## config.mk

```make
export PLATFORM = sky130hd
export DESIGN_NAME = framed_telemetry_parser
export DESIGN_NICKNAME = d
export VERILOG_FILES = /design/src/sv/ftp_pkg.sv /design/src/sv/ftp_ram.sv /design/src/sv/framed_telemetry_parser.sv
export SDC_FILE = /design/constraint.sdc
export NUM_CORES = 1
export LEC_CHECK = 0
export ABC_AREA = 1
export BUFFER_PORTS_ARGS = -buffer_cell sky130_fd_sc_hd__clkbuf_2
export CORE_UTILIZATION = 63
export CTS_CLUSTER_SIZE = 8
export DETAILED_ROUTE_END_ITERATION = 7
export PLACE_DENSITY = 0.81
export SYNTH_ARGS = -nofsm -noshare
export SYNTH_HDL_FRONTEND = slang
export SYNTH_HIERARCHICAL = 1
export SYNTH_SLANG_ARGS = --single-unit
```

## constraint.sdc

```tcl
create_clock -name clk -period 5.4 [get_ports clk]
set_clock_uncertainty 0.15 [all_clocks]
set_input_delay 0.54 -clock clk [delete_from_list [all_inputs] [get_ports clk]]
set_output_delay 0.54 -clock clk [all_outputs]
set_load 0.02 [all_outputs]
```

## src/sv/ftp_pkg.sv

```systemverilog
// package for the framed telemetry parser: constants, control word type and microcode rom
// no dependencies; used by framed_telemetry_parser and its testbench
`timescale 1ns / 1ps

package ftp_pkg;

    localparam int BUFFER_DEPTH_DEF    = 30;
    localparam int FRACTION_DIGITS_DEF = 3;

    localparam logic [7:0] START_BYTE_RST = 8'd58;  // ':'
    localparam logic [7:0] END_BYTE_RST   = 8'd59;  // ';'

    localparam logic [7:0] CH_L     = 8'h6C;  // 'l'
    localparam logic [7:0] CH_R     = 8'h72;  // 'r'
    localparam logic [7:0] CH_D     = 8'h64;  // 'd'
    localparam logic [7:0] CH_S     = 8'h73;  // 's'
    localparam logic [7:0] CH_PLUS  = 8'h2B;
    localparam logic [7:0] CH_MINUS = 8'h2D;
    localparam logic [7:0] CH_DOT   = 8'h2E;
    localparam logic [7:0] CH_SPACE = 8'h20;
    localparam logic [7:0] CH_ZERO  = 8'h30;
    localparam logic [7:0] CH_NINE  = 8'h39;
    localparam logic [7:0] CH_TAB   = 8'h09;
    localparam logic [7:0] CH_CR    = 8'h0D;

    // config register indexes
    localparam logic CFG_START = 1'b0;
    localparam logic CFG_END   = 1'b1;

    // accumulator: magnitude limit and width of the times-ten result
    localparam int          ACC_W     = 31;
    localparam int          MUL_W     = 35;
    localparam logic [30:0] MAG_LIMIT = 31'h7FFF_FFFF;

    localparam int STEP_W = 4;

    // read address select
    localparam logic [1:0] A_IDX  = 2'd0;
    localparam logic [1:0] A_TAG1 = 2'd1;
    localparam logic [1:0] A_TAG2 = 2'd2;

    // latch done at every step, whatever the jump does
    localparam logic [1:0] LAT_NONE = 2'd0;
    localparam logic [1:0] LAT_SIDE = 2'd1;
    localparam logic [1:0] LAT_KIND = 2'd2;  // also clears the parse registers

    // jump conditions
    localparam logic [2:0] C_ALWAYS   = 3'd0;
    localparam logic [2:0] C_BAD_SIDE = 3'd1;
    localparam logic [2:0] C_BAD_KIND = 3'd2;
    localparam logic [2:0] C_WS       = 3'd3;
    localparam logic [2:0] C_SIGN     = 3'd4;
    localparam logic [2:0] C_DIGIT    = 3'd5;
    localparam logic [2:0] C_DOT      = 3'd6;
    localparam logic [2:0] C_FD_SHORT = 3'd7;
    localparam logic [2:0] C_OUT_FREE = 3'd7;  // shares the code, told apart by act

    // actions done only when the jump is taken
    localparam logic [2:0] ACT_NONE = 3'd0;
    localparam logic [2:0] ACT_SKIP = 3'd1;
    localparam logic [2:0] ACT_SIGN = 3'd2;
    localparam logic [2:0] ACT_INT  = 3'd3;
    localparam logic [2:0] ACT_FRAC = 3'd4;
    localparam logic [2:0] ACT_PAD  = 3'd5;
    localparam logic [2:0] ACT_EMIT = 3'd6;

    localparam logic [STEP_W-1:0] STEP_TAG0 = 4'd0;
    localparam logic [STEP_W-1:0] STEP_IDLE = 4'd15;

    typedef struct packed {
        logic [1:0]        asel;
        logic [1:0]        lat;
        logic [2:0]        cond;
        logic [2:0]        act;
        logic [STEP_W-1:0] target;
    } ucw_t;

    function automatic ucw_t uword(logic [1:0] asel, logic [1:0] lat, logic [2:0] cond,
                                   logic [2:0] act, logic [STEP_W-1:0] target);
        ucw_t w;
        w.asel   = asel;
        w.lat    = lat;
        w.cond   = cond;
        w.act    = act;
        w.target = target;
        return w;
    endfunction

    // decode program, entered at step 0 after an end byte
    function automatic ucw_t ucode(logic [STEP_W-1:0] step);
        ucw_t w;
        unique case (step)
            4'd0:    w = uword(A_TAG1, LAT_NONE, C_ALWAYS,   ACT_NONE, 4'd1);
            4'd1:    w = uword(A_TAG2, LAT_SIDE, C_BAD_SIDE, ACT_NONE, STEP_IDLE);
            4'd2:    w = uword(A_IDX,  LAT_KIND, C_BAD_KIND, ACT_NONE, STEP_IDLE);
            4'd3:    w = uword(A_IDX,  LAT_NONE, C_WS,       ACT_SKIP, 4'd3);
            4'd4:    w = uword(A_IDX,  LAT_NONE, C_SIGN,     ACT_SIGN, 4'd5);
            4'd5:    w = uword(A_IDX,  LAT_NONE, C_DIGIT,    ACT_INT,  4'd5);
            4'd6:    w = uword(A_IDX,  LAT_NONE, C_DOT,      ACT_SKIP, 4'd7);
            4'd7:    w = uword(A_IDX,  LAT_NONE, C_DIGIT,    ACT_FRAC, 4'd7);
            4'd8:    w = uword(A_IDX,  LAT_NONE, C_FD_SHORT, ACT_PAD,  4'd8);
            4'd9:    w = uword(A_IDX,  LAT_NONE, C_OUT_FREE, ACT_EMIT, STEP_IDLE);
            4'd10:   w = uword(A_IDX,  LAT_NONE, C_ALWAYS,   ACT_NONE, 4'd9);
            default: w = uword(A_IDX,  LAT_NONE, C_ALWAYS,   ACT_NONE, STEP_IDLE);
        endcase
        return w;
    endfunction

endpackage

```

## src/sv/ftp_ram.sv

```systemverilog
// generic single write port ram with registered read
// no dependencies
`timescale 1ns / 1ps

module ftp_ram #(
    parameter int WIDTH = 8,
    parameter int DEPTH = 30
) (
    input  logic                     clk,
    input  logic                     we,
    input  logic [$clog2(DEPTH)-1:0] waddr,
    input  logic [WIDTH-1:0]         wdata,
    input  logic [$clog2(DEPTH)-1:0] raddr,
    output logic [WIDTH-1:0]         rdata
);

    logic [WIDTH-1:0] mem_reg [DEPTH];
    logic [WIDTH-1:0] rdata_reg;

    always_ff @(posedge clk)
    begin
        if (we)
        begin
            mem_reg[waddr] <= wdata;
        end
        rdata_reg <= mem_reg[raddr];
    end

    assign rdata = rdata_reg;

endmodule

```

## src/sv/framed_telemetry_parser.sv

```systemverilog
// framed telemetry parser top level: byte collection, microcoded decode sequencer, output register
// depends on ftp_pkg and ftp_ram
//
// usage:
//   rx channel (rx_valid/rx_ready/rx_byte) takes one received character per transfer.
//   the start byte rewinds the write position; the end byte closes the message and starts
//   a decode. messages whose last two characters are d|s then l|r give one result on the
//   out channel (out_valid/out_ready): quantity, milli_value and report_ready.
//   cfg channel (cfg_valid/cfg_ready/cfg_index/cfg_data) is always ready and writes start byte
//   (index 0), end byte (index 1); user must write only while the block is idle, not enforced.
// timing:
//   ordinary bytes are taken one per cycle while the sequencer is idle.
//   an end byte runs the decode program on the one buffer read port, one character per
//   cycle, while rx_ready stays low: the tag checks, then blanks, sign, digits, dot, fraction
//   digits and padding in that order; a busy output register adds its wait. a tag that fails
//   sends the sequencer straight back to idle.
// reset: start byte ':' and end byte ';', write position 0, sequencer idle, no result.
// stall: the result sits in the output register; bytes keep being taken, and a following
//   decode waits at its last step until the register frees.
`timescale 1ns / 1ps

module framed_telemetry_parser #(
    parameter int BUFFER_DEPTH    = ftp_pkg::BUFFER_DEPTH_DEF,
    parameter int FRACTION_DIGITS = ftp_pkg::FRACTION_DIGITS_DEF
) (
    input  logic        clk,
    input  logic        rst_n,
    input  logic        rx_valid,
    output logic        rx_ready,
    input  logic [7:0]  rx_byte,
    output logic        out_valid,
    input  logic        out_ready,
    output logic [1:0]  quantity,
    output logic [31:0] milli_value,
    output logic        report_ready,
    input  logic        cfg_valid,
    output logic        cfg_ready,
    input  logic        cfg_index,
    input  logic [7:0]  cfg_data
);

    import ftp_pkg::*;

    localparam int PW  = $clog2(BUFFER_DEPTH);
    localparam int FDW = $clog2(FRACTION_DIGITS + 2);
    localparam logic [PW-1:0] LAST_POS = PW'(BUFFER_DEPTH - 1);

    logic [7:0]        start_reg, end_reg;
    logic [PW-1:0]     pos_reg, pos_next;
    logic [PW-1:0]     end_pos_reg;
    logic [STEP_W-1:0] upc_reg, upc_next;
    logic [PW-1:0]     idx_reg, idx_next;
    logic [ACC_W-1:0]  acc_reg, acc_next;
    logic              ovf_reg, ovf_next;
    logic              neg_reg, neg_next;
    logic [FDW-1:0]    fd_reg, fd_next;
    logic              side_reg, kind_reg;

    logic              out_valid_reg;
    logic [1:0]        quantity_reg;
    logic [31:0]       milli_reg;

    ucw_t              cw;
    logic              rx_xfer, is_start, is_end, start_decode, taken;
    logic [7:0]        ch, wdata;
    logic [7:0]        ram_rdata;
    logic [PW-1:0]     raddr;
    logic              c_ws, c_sign, c_digit, c_dot, fd_short, out_free;
    logic [3:0]        mac_digit;
    logic [MUL_W-1:0]  mac;
    logic              do_mac, emit;
    logic [ACC_W-1:0]  mag;

    assign cfg_ready = 1'b1;
    assign rx_ready  = (upc_reg == STEP_IDLE);
    assign rx_xfer   = rx_valid && rx_ready;

    assign is_start     = (rx_byte == start_reg);
    assign is_end       = (rx_byte == end_reg) && !is_start;
    assign start_decode = rx_xfer && is_end && (pos_reg >= PW'(2));
    assign wdata        = is_end ? 8'h00 : rx_byte;

    always_comb
    begin
        if (is_start)
        begin
            pos_next = '0;
        end
        else if (pos_reg == LAST_POS)
        begin
            pos_next = LAST_POS;
        end
        else
        begin
            pos_next = pos_reg + PW'(1);
        end
    end

    // --- sequencer ---
    assign cw = ucode(upc_reg);
    assign ch = ram_rdata;

    assign c_ws     = (ch == CH_SPACE) || ((ch >= CH_TAB) && (ch <= CH_CR));
    assign c_sign   = (ch == CH_PLUS) || (ch == CH_MINUS);
    assign c_digit  = (ch >= CH_ZERO) && (ch <= CH_NINE);
    assign c_dot    = (ch == CH_DOT);
    assign fd_short = (32'(fd_reg) < FRACTION_DIGITS);
    assign out_free = !out_valid_reg || out_ready;

    always_comb
    begin
        unique case (cw.cond)
            C_ALWAYS:   taken = 1'b1;
            C_BAD_SIDE: taken = (ch != CH_L) && (ch != CH_R);
            C_BAD_KIND: taken = (ch != CH_D) && (ch != CH_S);
            C_WS:       taken = c_ws;
            C_SIGN:     taken = c_sign;
            C_DIGIT:    taken = c_digit;
            C_DOT:      taken = c_dot;
            // pad and emit share this code
            C_FD_SHORT: taken = (cw.act == ACT_EMIT) ? out_free : fd_short;
            default:    taken = 1'b0;
        endcase
    end

    assign emit = taken && (cw.act == ACT_EMIT);

    always_comb
    begin
        if (start_decode)
        begin
            upc_next = STEP_TAG0;
        end
        else if (upc_reg == STEP_IDLE)
        begin
            upc_next = STEP_IDLE;
        end
        else if (taken)
        begin
            upc_next = cw.target;
        end
        else
        begin
            upc_next = upc_reg + STEP_W'(1);
        end
    end

    // --- parse datapath ---
    // one shared times-ten-plus-digit unit with sticky saturation
    assign mac_digit = (cw.act == ACT_PAD) ? 4'd0 : ch[3:0];
    assign mac = ({4'b0, acc_reg} << 3) + ({4'b0, acc_reg} << 1) + MUL_W'(mac_digit);

    always_comb
    begin
        idx_next = idx_reg;
        acc_next = acc_reg;
        ovf_next = ovf_reg;
        neg_next = neg_reg;
        fd_next  = fd_reg;
        do_mac   = 1'b0;
        if (cw.lat == LAT_KIND)
        begin
            idx_next = '0;
            acc_next = '0;
            ovf_next = 1'b0;
            neg_next = 1'b0;
            fd_next  = '0;
        end
        else if (taken)
        begin
            case (cw.act)
                ACT_SKIP:
                begin
                    idx_next = idx_reg + PW'(1);
                end
                ACT_SIGN:
                begin
                    idx_next = idx_reg + PW'(1);
                    neg_next = (ch == CH_MINUS);
                end
                ACT_INT:
                begin
                    idx_next = idx_reg + PW'(1);
                    do_mac   = 1'b1;
                end
                ACT_FRAC:
                begin
                    idx_next = idx_reg + PW'(1);
                    if (fd_short)
                    begin
                        do_mac  = 1'b1;
                        fd_next = fd_reg + FDW'(1);
                    end
                end
                ACT_PAD:
                begin
                    do_mac  = 1'b1;
                    fd_next = fd_reg + FDW'(1);
                end
                default:
                begin
                end
            endcase
        end
        if (do_mac)
        begin
            acc_next = mac[ACC_W-1:0];
            if (mac > MUL_W'(MAG_LIMIT))
            begin
                ovf_next = 1'b1;
            end
        end
    end

    always_comb
    begin
        case (cw.asel)
            A_TAG1:  raddr = end_pos_reg - PW'(1);
            A_TAG2:  raddr = end_pos_reg - PW'(2);
            default: raddr = idx_next;
        endcase
    end

    assign mag = ovf_reg ? MAG_LIMIT : acc_reg;

    ftp_ram #(
        .WIDTH (8),
        .DEPTH (BUFFER_DEPTH)
    ) u_text_ram (
        .clk   (clk),
        .we    (rx_xfer),
        .waddr (pos_reg),
        .wdata (wdata),
        .raddr (raddr),
        .rdata (ram_rdata)
    );

    // --- registers ---
    always_ff @(posedge clk or negedge rst_n)
    begin
        if (!rst_n)
        begin
            start_reg     <= START_BYTE_RST;
            end_reg       <= END_BYTE_RST;
            pos_reg       <= '0;
            upc_reg       <= STEP_IDLE;
            out_valid_reg <= 1'b0;
        end
        else
        begin
            if (cfg_valid && cfg_ready)
            begin
                if (cfg_index == CFG_START)
                begin
                    start_reg <= cfg_data;
                end
                else
                begin
                    end_reg <= cfg_data;
                end
            end
            if (rx_xfer)
            begin
                pos_reg <= pos_next;
            end
            upc_reg <= upc_next;
            if (emit)
            begin
                out_valid_reg <= 1'b1;
            end
            else if (out_ready)
            begin
                out_valid_reg <= 1'b0;
            end
        end
    end

    always_ff @(posedge clk)
    begin
        if (start_decode)
        begin
            end_pos_reg <= pos_reg;
        end
        if (cw.lat == LAT_SIDE)
        begin
            side_reg <= (ch == CH_R);
        end
        if (cw.lat == LAT_KIND)
        begin
            kind_reg <= (ch == CH_S);
        end
        idx_reg <= idx_next;
        acc_reg <= acc_next;
        ovf_reg <= ovf_next;
        neg_reg <= neg_next;
        fd_reg  <= fd_next;
        if (emit)
        begin
            quantity_reg <= {side_reg, kind_reg};
            milli_reg    <= neg_reg ? (32'd0 - {1'b0, mag}) : {1'b0, mag};
        end
    end

    assign out_valid    = out_valid_reg;
    assign quantity     = quantity_reg;
    assign milli_value  = milli_reg;
    assign report_ready = (quantity_reg == 2'd3);

    // --- assertions ---
    a_pos_range: assert property (@(posedge clk) disable iff (!rst_n)
        pos_reg <= LAST_POS)
        else $error("write position past last slot");

    a_decode_entry: assert property (@(posedge clk) disable iff (!rst_n)
        start_decode |=> (upc_reg == STEP_TAG0) && !rx_ready)
        else $error("end byte did not start decode");

    a_scan_bound: assert property (@(posedge clk) disable iff (!rst_n)
        (upc_reg != STEP_IDLE) && (upc_reg > 4'd2) |-> idx_reg <= end_pos_reg)
        else $error("parse scan ran past terminator");

    a_emit_free: assert property (@(posedge clk) disable iff (!rst_n)
        emit |-> !out_valid_reg || out_ready)
        else $error("result overwrote a pending transfer");

endmodule

```

== Yosys cells after proc, flatten, opt, wreduce, memory -nomap -nowiden ==
Memories as Yosys holds them, arrays and structs flattened. A register that Yosys moved wholly into a read port is not among the register bits.
Cells that the tools add are included.
Storage, ports and cells
  register bits after elaboration: 108
  bits in writable memories: 240
  bits in read-only memories: 224
  output and inout bits: 38
  logic and storage cells: 122
  memories: 2
Memories
  u_text_ram.mem_reg: words 30, width 8, rd ports 1, clocked after memory_dff 1, write ports 1, line ftp_ram.sv:17  | logic [WIDTH-1:0] mem_reg [DEPTH];
  (no name shown): words 16, width 14, rd ports 1, clocked after memory_dff 0, write ports 0, line ftp_pkg.sv:92  | unique case (step)
Cells by class
  add/subtract/negate cells: 9
  magnitude comparators: 7
  eq/ne operators: 33
  mux-type cells: 30
  bitwise logic cells: 1
  reductions and logical operators: 24
Operators with widths (count)
  31-bit 2-to-1 mux: 4
  34-bit by 32-bit adder with 35-bit output: 1
  35-bit by 4-bit adder with 35-bit output: 1
  35-bit by 31-bit greater-than comparator with 1-bit output, second input constant: 1
  8-bit by 6-bit == test with 1-bit output, second input constant: 4
  8-bit by 7-bit != test with 1-bit output, second input constant: 4
  1-bit by 31-bit subtractor with 32-bit output, first input constant: 1
  5-bit 2-to-1 mux: 5
  3-bit == test, second input constant: 7
  8-bit by 7-bit == test with 1-bit output, second input constant: 2
  8-bit == test: 2
  4-bit 2-to-1 mux: 4
  3-bit by 2-bit == test with 1-bit output, second input constant: 4
  1-bit 2-to-1 mux: 11
  5-bit by 1-bit adder with 5-bit output, second input constant: 2
  5-bit one-hot mux with 2 select lines: 1
  1-bit logical AND: 9
  8-bit by 4-bit greater-or-equal comparator with 1-bit output, second input constant: 1
  8-bit by 6-bit greater-or-equal comparator with 1-bit output, second input constant: 1
  8-bit by 4-bit <= comparator with 1-bit output, second input constant: 1
  8-bit by 6-bit <= comparator with 1-bit output, second input constant: 1
  8-bit 2-to-1 mux: 1
  1-bit one-hot mux with 8 select lines: 1
  2-bit == test, second input constant: 3
  other kinds (23): 32

== Depth between registers and ports, before layout ==
Gate-level depths: netlist of run 1.
  word-level depth: 7
  depth in mapped cells: 28
  depth with buffers taken out: 25

== Modules after synthesis ==
The synthesis of run 1 kept the hierarchy.
Modules (own cells, without submodules)
  ftp_ram: times used 1, cells each 869, area an instance 10038.4 µm²
  framed_telemetry_parser: times used 1, cells each 1161, area an instance 8699.6 µm²

== Worst setup path after synthesis of run 1 ==
OpenSTA, ideal clock, no wires.
  path type: reg2reg
  from: register upc_reg[0]
  to: register milli_reg[0] (netlist: milli_value[0]), enable pin
  library setup time: 426 ps
  arrival time: 3312 ps
  required time: 4824 ps
  path slack: 1512 ps
  cell stages (with the launch flop): 15
  path buffers: 1
  clock period less this slack: 3888 ps
  cells stage by stage: dfstp_2 -> inv_1 -> ha_1 -> inv_1 -> nand3_1 -> nand3_4 -> nand3_2 -> nand2_1 -> nand3_1 -> nand2_2 -> nand2_4 -> nand2_4 -> buf_8 -> inv_2 -> nor2_1
On the way
  word-level cells in the longest chain between the ends: 5
RTL lines
  start, declared: line framed_telemetry_parser.sv:51  | logic [STEP_W-1:0] upc_reg, upc_next;
  start signal, assigned: line framed_telemetry_parser.sv:266  | upc_reg <= upc_next;
  memory read 16 x 14 bit (*)
  3-bit == test: line framed_telemetry_parser.sv:121, framed_telemetry_parser.sv:126
  1-bit 2-to-1 mux: line framed_telemetry_parser.sv:121  | C_FD_SHORT: taken = (cw.act == ACT_EMIT) ? out_free : fd_short;
  1-bit one-hot mux with 8 select lines: line framed_telemetry_parser.sv:112  | unique case (cw.cond)
  1-bit logical AND (*): line framed_telemetry_parser.sv:126  | assign emit = taken && (cw.act == ACT_EMIT);
  net emit: line framed_telemetry_parser.sv:71  | logic do_mac, emit;
  end signal, assigned: line framed_telemetry_parser.sv:300  | milli_reg <= neg_reg ? (32'd0 - {1'b0, mag}) : {1'b0, mag};
  end, declared: line framed_telemetry_parser.sv:61  | logic [31:0] milli_reg;
The timed path passes the listed nets; every way through them passes the cells marked *.
A chain may end at the register's enable or synchronous reset.

== Final worst setup path of run 1 ==
  from: register upc_reg[0]
  to: register acc_reg[28] (data pin)
On the way
  word-level cells in the longest chain between the ends: 7
RTL lines
  memory read 16 x 14 bit (*)
  branches (longest 5 deep; another with 35-bit by 4-bit adder with 35-bit output)
  31-bit 2-to-1 mux (*): line framed_telemetry_parser.sv:205  | if (do_mac)
  end signal, assigned: line framed_telemetry_parser.sv:293  | acc_reg <= acc_next;
  end, declared: line framed_telemetry_parser.sv:53  | logic [ACC_W-1:0] acc_reg, acc_next;
Every way passes the cells marked *.

==> results of run 1 <==
what timing repair did:
action	in CTS	in global routing
hold endpoints to repair	13	0
hold buffers	1	0
endpoints found under the setup margin	0	0
Yosys cell counts, types with 3 or more instances:
master,n,area [um2]
a21oi_1,53,265.3
a31oi_1,3,18.77
buf_2,33,165.2
buf_4,9,67.56
buf_6,9,101.4
clkbuf_1,14,52.55
clkinv_1,3,11.26
dfrtp_1,13,325.3
dfstp_2,13,341.6
dfxtp_1,18,360.4
edfxtp_1,312,9369
ha_1,78,975.9
inv_1,174,653.1
inv_2,7,26.28
nand2_1,605,2271
nand2_2,6,37.54
nand3_1,243,1216
nand3_2,3,30.03
nand3b_1,4,30.03
nand4_1,21,131.4
nor2_1,206,773.2
nor2_2,9,56.30
nor2_4,4,45.04
nor3_1,18,90.09
nor3_2,4,40.04
o21ai_0,50,250.2
o21ai_1,3,15.01
o21bai_1,5,37.54
o22ai_1,7,43.79
xnor2_1,28,245.2
xor2_1,49,429.2
final cells by class:
cell class | instances | area (um2) | share of cell area, %
clock buffer | 90 | 1411 | 6.790
clock inverter | 3 | 68.82 | 0.3311
inverter | 185 | 696.9 | 3.353
multi-input combinational | 1422 | 7272 | 34.98
sequential | 356 | 10400 | 50.01
tap | 384 | 480.5 | 2.311
timing repair buffer | 77 | 460.4 | 2.215
worst min path at each step:
stage / startpoint / endpoint / slack, ps / depth (start not counted)
after floorplan: rst_n / end_reg[2] / 90 / 0
after global placement: kind_reg / quantity[0] / 250 / 0
after detailed placement: side_reg / quantity[1] / 270 / 0
after CTS: cfg_data[3] / start_reg[3] / 30 / 3
after global routing: cfg_data[1] / end_reg[1] / 60 / 3
final: cfg_data[3] / start_reg[3] / 40 / 3
kinds of logic after synthesis:
| kind of cell | after synthesis |
|---|---|
| other cells | 1 |
| compound gates | 129 |
| fa+ha+maj | 80 |
| xor+xnor | 78 |
| simple gates | 1134 |
| flops | 356 |
| buf+inv | 252 |
routing by layer:
layer  part of all wire [%]  track usage (%)
met5                      0                0
met4                    2.7            11.37
met3                    7.7            4.068
met2                     50            51.01
met1                     39            36.27
worst min-delay path: stages:
cell and delay (ps):
clkbuf_2 80, inv_1 50, o21ai_0 80
metrics by stage:
stage / util (%) / setup WS, ps / hold slack [ps] / std cells / area, um2
floorplan: - / 1512 / 94.41 / 2030 / 18740
global placement: 66.51 / 1387 / 251.6 / 2423 / 19300
finish: 71.64 / 1290 / 36.71 / 2517 / 20790
CTS: 71.64 / 1296 / 26.16 / 2517 / 20790
global route: 71.64 / 990.1 / 56.63 / 2517 / 20790
detailed placement: 66.51 / 1327 / 265.3 / 2423 / 19300
==> run_results.csv, run 1 <==
group,metric,value,unit
routing,firstDrtPassIters,6,
cells_and_area,final_cell_mix,"603 x nand2_1, 312 x edfxtp_1, 243 x nand3_1, 197 x nor2_1, 174 x inv_1",
logic_synthesis,synth_cell_types,52,
floorplan,core,0.02901,mm2
cells_and_area,layout_commonest_cell,"nand2_1",
worst_setup_path,cp_slowest_cell,"dfstp_2",
cts,cts_setup_buffers,0,
cts,clockBufferDepth,3,
worst_setup_path,crit_top_cell,"nand2_1",
timing,post-route-period-util,76.11,%
worst_setup_path,worstPathMaxFanout,7,
timing,relSlewSlack,13.79,%
worst_setup_path,rrSetupSlack,1290,ps
floorplan,start_util,64.59,%
worst_setup_path,crit_path_end_kind,"flop",
floorplan,floorplan.die_area,0.03044,mm2
timing,rsz0062_at_grt,"no",
job,cap_violations,0,
cts,clk_latency,570,ps
worst_setup_path,crit_type,"flop to flop",
cells_and_area,nFillCells,2045,
worst_setup_path,start_kind,"flop",
logic_synthesis,syn_avg_cell_area,9.231,um2
global_route,antenna_found_initial,0,
logic_synthesis,ys_seq_area_share,55.48,%
floorplan,num_rows,62,
worst_setup_path,crit_family,"simple AND/OR/NAND/NOR gates",
cells_and_area,largest_reg_flops,240,
cts,clkSinkCount,356,
timing,fin_crit,4110,ps
logic_synthesis,synthAdderAreaFrac,5.422,%
global_route,grt_max_degree,67,
timing,finalHoldViolations,0,
logic_synthesis,synth_ff_type,"edfxtp_1",
outcome,status,"complete, no violations",
cts,cts_tree,"done",
worst_setup_path,r2r_cells,20,
worst_setup_path,rr_startpoint,"upc_reg[0]",
floorplan,ios,60,
logic_synthesis,syn_inst,2030,
worst_hold_path,holdCritPathClass,"input port to flop",
placed_design,gp_congestion,0.9386,
worst_setup_path,cp-startpoint,"upc_reg[0]",
worst_setup_path,worst-path-buf-inv,4,
logic_synthesis,synth_area,0.01874,mm2
cts,cts_resized,0,
placed_design,io_buffers,58,
logic_synthesis,synth-simple-area-share,25.76,%
floorplan,fp.dieW,174.5,um
routing,drc,0,
floorplan,die_h,174.5,um
timing,drv_slew,0,
placed_design,hpwl,28930,um
worst_setup_path,path_cells,"inv_1 > ha_1 > inv_1 > nand3_1 > nand3_4 > nor3_4 > inv_1 > nand2_1 > fa_1 > fa_1 > inv_1 > nand2_1 > nand3_1 > nand2_1 > nand2_1 > nand2_1 > nand2_1 > a21oi_1 > xor2_1 > nor2_1",
global_route,grtUsageTotal,29.05,%
logic_synthesis,yosys_warnings,6,
timing,worstMarginPinSlew,1292,ps
routing,drt_iter0_drc,1458,
logic_synthesis,synth_top_family_by_area,"simple AND/OR/NAND/NOR gates",
timing,setup_violations,0,
cts,clkTransAtPathRegs,60,ps
cells_and_area,nets,2194,
global_route,grt_pass1_vias,14331,
routing,viasPerCell,5.764,
logic_synthesis,syn-num-nets,2132,
logic_synthesis,synth_seq_cells,356,
logic_synthesis,synthXorXnorAreaFrac,3.686,%
worst_setup_path,r2r-end,"acc_reg[28]",
routing,ant_nets,0,
worst_setup_path,endpoint,"acc_reg[28]",
global_route,grt_overflow,0,
timing,fin_setup_tns,0,ps
routing,post_drt_wl_per_cell,17.31,um
logic_synthesis,synth_mux_area_share,0,%
cells_and_area,layout-drive-gt1-share,9.283,%
worst_setup_path,crit_cells,20,
global_route,grt_first_pass_wirelength,70370,um
timing,max_clock_freq,243.3,MHz
worst_setup_path,crit_arrival,4230,ps
routing,dr_total_vias,14507,
cells_and_area,areaGrowthSynthToFinish,10.93,%
cts,clock_tree.root_cell,"clkbuf_16",
worst_setup_path,worstPathRequired,5520,ps
routing,wirelength,43560,um
cells_and_area,antenna_cells,0,
logic_synthesis,async_flop_share,7.303,%
worst_setup_path,crit_path_max_incr_delay,580,ps
logic_synthesis,synth-edff-count,312,
logic_synthesis,synth_compound_area_share,3.746,%
cts,cts_max_level,2,
cts,cts_inserted_buffers,50,
Power of run 1 is left out: the tool's default activity adds up to more than one toggle a clock period on the data nets, which glitch-free logic cannot reach.
==> inputs of run 2 (changes only) <==
ABC_AREA = 0   (was 1)
clock period = 3.8 ns   (was 5.4 ns; I/O delays follow)
==> run 2 against run 1 <==
  * Count of clock-buffer cells in the layout grew 1
  * Non-clock buffer count grew 158
  * Largest cell class unchanged
  * The run now ends with negative setup slack left
  * Flip-flop and latch count is the same
==> run_results.csv, run 2 <==
group,metric,value,unit
floorplan,floorplan.die_area,0.02916,mm2
pwr,p_sw_share,35.08,%
cells_and_area,final_area,0.02196,mm2
cells_and_area,final_cell_mix,"312 x edfxtp_1, 146 x buf_4, 123 x nor2_1, 74 x nand2_1, 69 x ha_1",
worst_setup_path,rr_startpoint,"upc_reg[1]",
logic_synthesis,syn_avg_cell_area,13.04,um2
logic_synthesis,synth.area.top_cells,"edfxtp_1 52%, ha_1 5.4%, mux2i_1 3.6%",
logic_synthesis,synth_ff_type,"edfxtp_1",
worst_setup_path,crit_type,"flop to flop",
pwr,peakVddDrop,0.0005546,V
worst_setup_path,worstPathMaxFanout,6,
timing,finalHoldViolations,0,
logic_synthesis,yosysTopAreaCell,"edfxtp_1",
worst_hold_path,hold_path_end,"pos_reg[0]",
floorplan,die_h,170.8,um
logic_synthesis,async_flop_share,7.303,%
worst_setup_path,crit_family,"compound AO/OA/AOI/OAI gates",
outcome,violations,"negative setup slack",
logic_synthesis,synth_top_area_share,52.21,%
worst_setup_path,path_cells,"inv_4 > ha_4 > mux2i_4 > o2bb2ai_4 > nor3_4 > mux2i_2 > o21ai_2 > buf_6 > nor4_4 > xnor2_2 > o32ai_4 > buf_12 > nand3b_1 > buf_6 > o221ai_2 > a211o_1 > o221ai_2",
pwr,pwr-share-seq,32.8,%
cts,clockBufferDepth,3,
floorplan,ios,60,
pwr,internal-power,10.18,mW
cts,clkSinkCount,356,
cells_and_area,areaGrowthSynthToFinish,22.40,%
placed_design,io_buffers,58,
timing,rsz0062_at_grt,"yes",
worst_hold_path,holdCritPathClass,"input port to flop",
cts,cts_max_level,2,
timing,worstMarginPinSlew,922.1,ps
cells_and_area,nets,1713,
global_route,grtUsageTotal,33.24,%
cells_and_area,layout_commonest_cell,"edfxtp_1",
worst_setup_path,r2r_cells,17,
logic_synthesis,ys_top_cells_by_count,"312 x edfxtp_1, 125 x nor2_1, 78 x ha_1",
outcome,status,"finished with violations",
logic_synthesis,syn_inst,1376,
pwr,clkPwrFrac,26.9,%
logic_synthesis,synth_area,0.01794,mm2
routing,ant_nets,0,
timing,fin_ws,-406.5,ps
cts,clkTransAtPathRegs,50,ps
floorplan,num_rows,61,
floorplan,start_util,64.23,%
pwr,power.total,15.67,mW
worst_hold_path,hold_path.startpoint,"rx_valid",
cts,cts_inserted_buffers,50,
logic_synthesis,yosys_warnings,6,
placed_design,dp_cells,1897,
logic_synthesis,syn-num-nets,1478,
logic_synthesis,synth-edff-count,312,
global_route,grt_pass1_vias,12876,
timing,setup_violations,25,
cts,cts_tree,"done",
global_route,antenna_found_initial,0,
pwr,power.density,713.6,mW/mm2
floorplan,core,0.02793,mm2
timing,post-route-period-util,110.7,%
worst_setup_path,worst-path-buf-inv,4,
cts,clk_latency,590,ps
routing,drt_iter0_drc,1576,
timing,fin_crit,4206,ps
routing,post_drt_wl_per_cell,24.12,um
pwr,total_leakage_power,8.169,nW
routing,dr_total_vias,13242,
pwr,comb_power_share,40.3,%
worst_setup_path,cp_slowest_cell,"dfstp_2",
placed_design,placed_area,0.01963,mm2
cells_and_area,antenna_cells,0,
timing,drv_slew,0,
global_route,grt_overflow,0,
routing,firstDrtPassIters,6,
logic_synthesis,ys_seq_area_share,57.94,%
cells_and_area,largest_reg_flops,240,
routing,wirelength,48990,um
worst_setup_path,rrSetupSlack,-410,ps
logic_synthesis,yosysMostFrequentCell,"edfxtp_1",
timing,relSlewSlack,38.30,%
timing,max_clock_freq,237.7,MHz
logic_synthesis,synth_seq_cells,356,
worst_setup_path,worstPathRequired,4100,ps
routing,drc,0,
placed_design,pre_cts_ws,-483.2,ps
job,cap_violations,0,
worst_hold_path,min_path_cells,3,
cells_and_area,nFillCells,1541,
global_route,grt_max_degree,49,
timing,fin_setup_tns,-5210,ps
cells_and_area,layout-drive-gt1-share,27.71,%
cells_and_area,stdcell_count,2031,
pwr,switchingPower,5.499,mW
worst_setup_path,start_kind,"flop",
routing,viasPerCell,6.520,
cts,clock_tree.root_cell,"clkbuf_16",
logic_synthesis,synth_cell_types,94,
worst_setup_path,crit_arrival,4500,ps
worst_setup_path,r2r-end,"u_text_ram/rdata[7]",
worst_setup_path,crit_path_end_kind,"flop",
placed_design,gp_congestion,0.8917,
worst_setup_path,crit_path_max_incr_delay,590,ps
placed_design,hpwl,29990,um
global_route,grt_first_pass_wirelength,72350,um
floorplan,fp.dieW,170.8,um
[run 2: repair_timing]
action	4_1_cts	5_1_grt
gates resized for setup	28	69
hold endpoints to repair	30	0
setup buffers	10	16
hold buffers	10	0
gates cloned	2	2
pin swaps	14	39
endpoints found under the setup margin	26	29
[run 2: power groups by stage]
stage	clock [mW]	combinational, mW	sequential [mW]
finish	4.21	6.32	5.14
global route	4.40	6.67	5.17
CTS	4.21	5.78	5.12
detailed placement	0	5.40	5.17
global placement	0	5.24	5.15
floorplan	0	3.87	5.03
[run 2: how the worst max path moves through the flow]
stage                from                  end  slack, ps  cells past startpoint
2_1_floorplan  upc_reg[1]          acc_reg[13]        -70                     17
3_3_place_gp   upc_reg[0]  u_text_ram/rdata[7]       -440                     14
3_5_place_dp   upc_reg[0]  u_text_ram/rdata[7]       -480                     16
4_1_cts        upc_reg[0]          acc_reg[14]       -220                     19
5_1_grt        upc_reg[1]  u_text_ram/rdata[4]       -460                     17
6_report       upc_reg[1]  u_text_ram/rdata[7]       -410                     17
[run 2: worst register-to-register path, delay by kind of cell, from the launching register on]
kind,cells,cell delay [ps]
flip-flops,1,590
AND/OR/NAND/NOR,3,680
multiplexers,2,470
buffers and inverters,4,570
adder cells (fa/ha/maj),1,250
AO/OA/AOI/OAI,6,1280
XOR/XNOR,1,120
[run 2: metrics by stage]
| step | utilization [%] | hold slack (ps) |
|---|---|---|
| floorplan | - | -65.59 |
| global placement | 70.26 | 257.2 |
| detailed placement | 70.26 | 266.0 |
| CTS | 76.79 | 96.49 |
| global route | 78.63 | 139.2 |
| finish | 78.63 | 104.3 |
[run 2: cell type report]
type | count | area (um2) | share of cell area [%]
flip-flops and latches | 356 | 10400 | 47.33
clock buffers | 91 | 1415 | 6.443
repair buffers | 235 | 1807 | 8.226
well taps | 378 | 473.0 | 2.153
multi-input cells | 924 | 7631 | 34.74
clock inverters | 3 | 68.82 | 0.3133
inverters | 44 | 172.7 | 0.7861
[run 2: routing by layer]
layer / global-route usage [%] / part of all wire (%)
met4: 16.22 / 5.1
met5: 0 / 0
met1: 39.27 / 36
met2: 58.33 / 51
met3: 6.246 / 8.1
[run 2: cells by family (layout without fill, tap and decap cells)]
kind of cell | Yosys count | after routing | synth area share (%)
compound gates | 262 | 264 | 9.776
xor+xnor | 56 | 56 | 2.733
fa+ha+maj | 80 | 80 | 5.662
buf+inv | 98 | 373 | 2.991
flops | 356 | 356 | 57.94
mux | 125 | 125 | 9.323
other cells | 1 | 1 | 0.02090
simple gates | 398 | 398 | 11.55
Note: power is estimated with default switching activity, not from simulation.
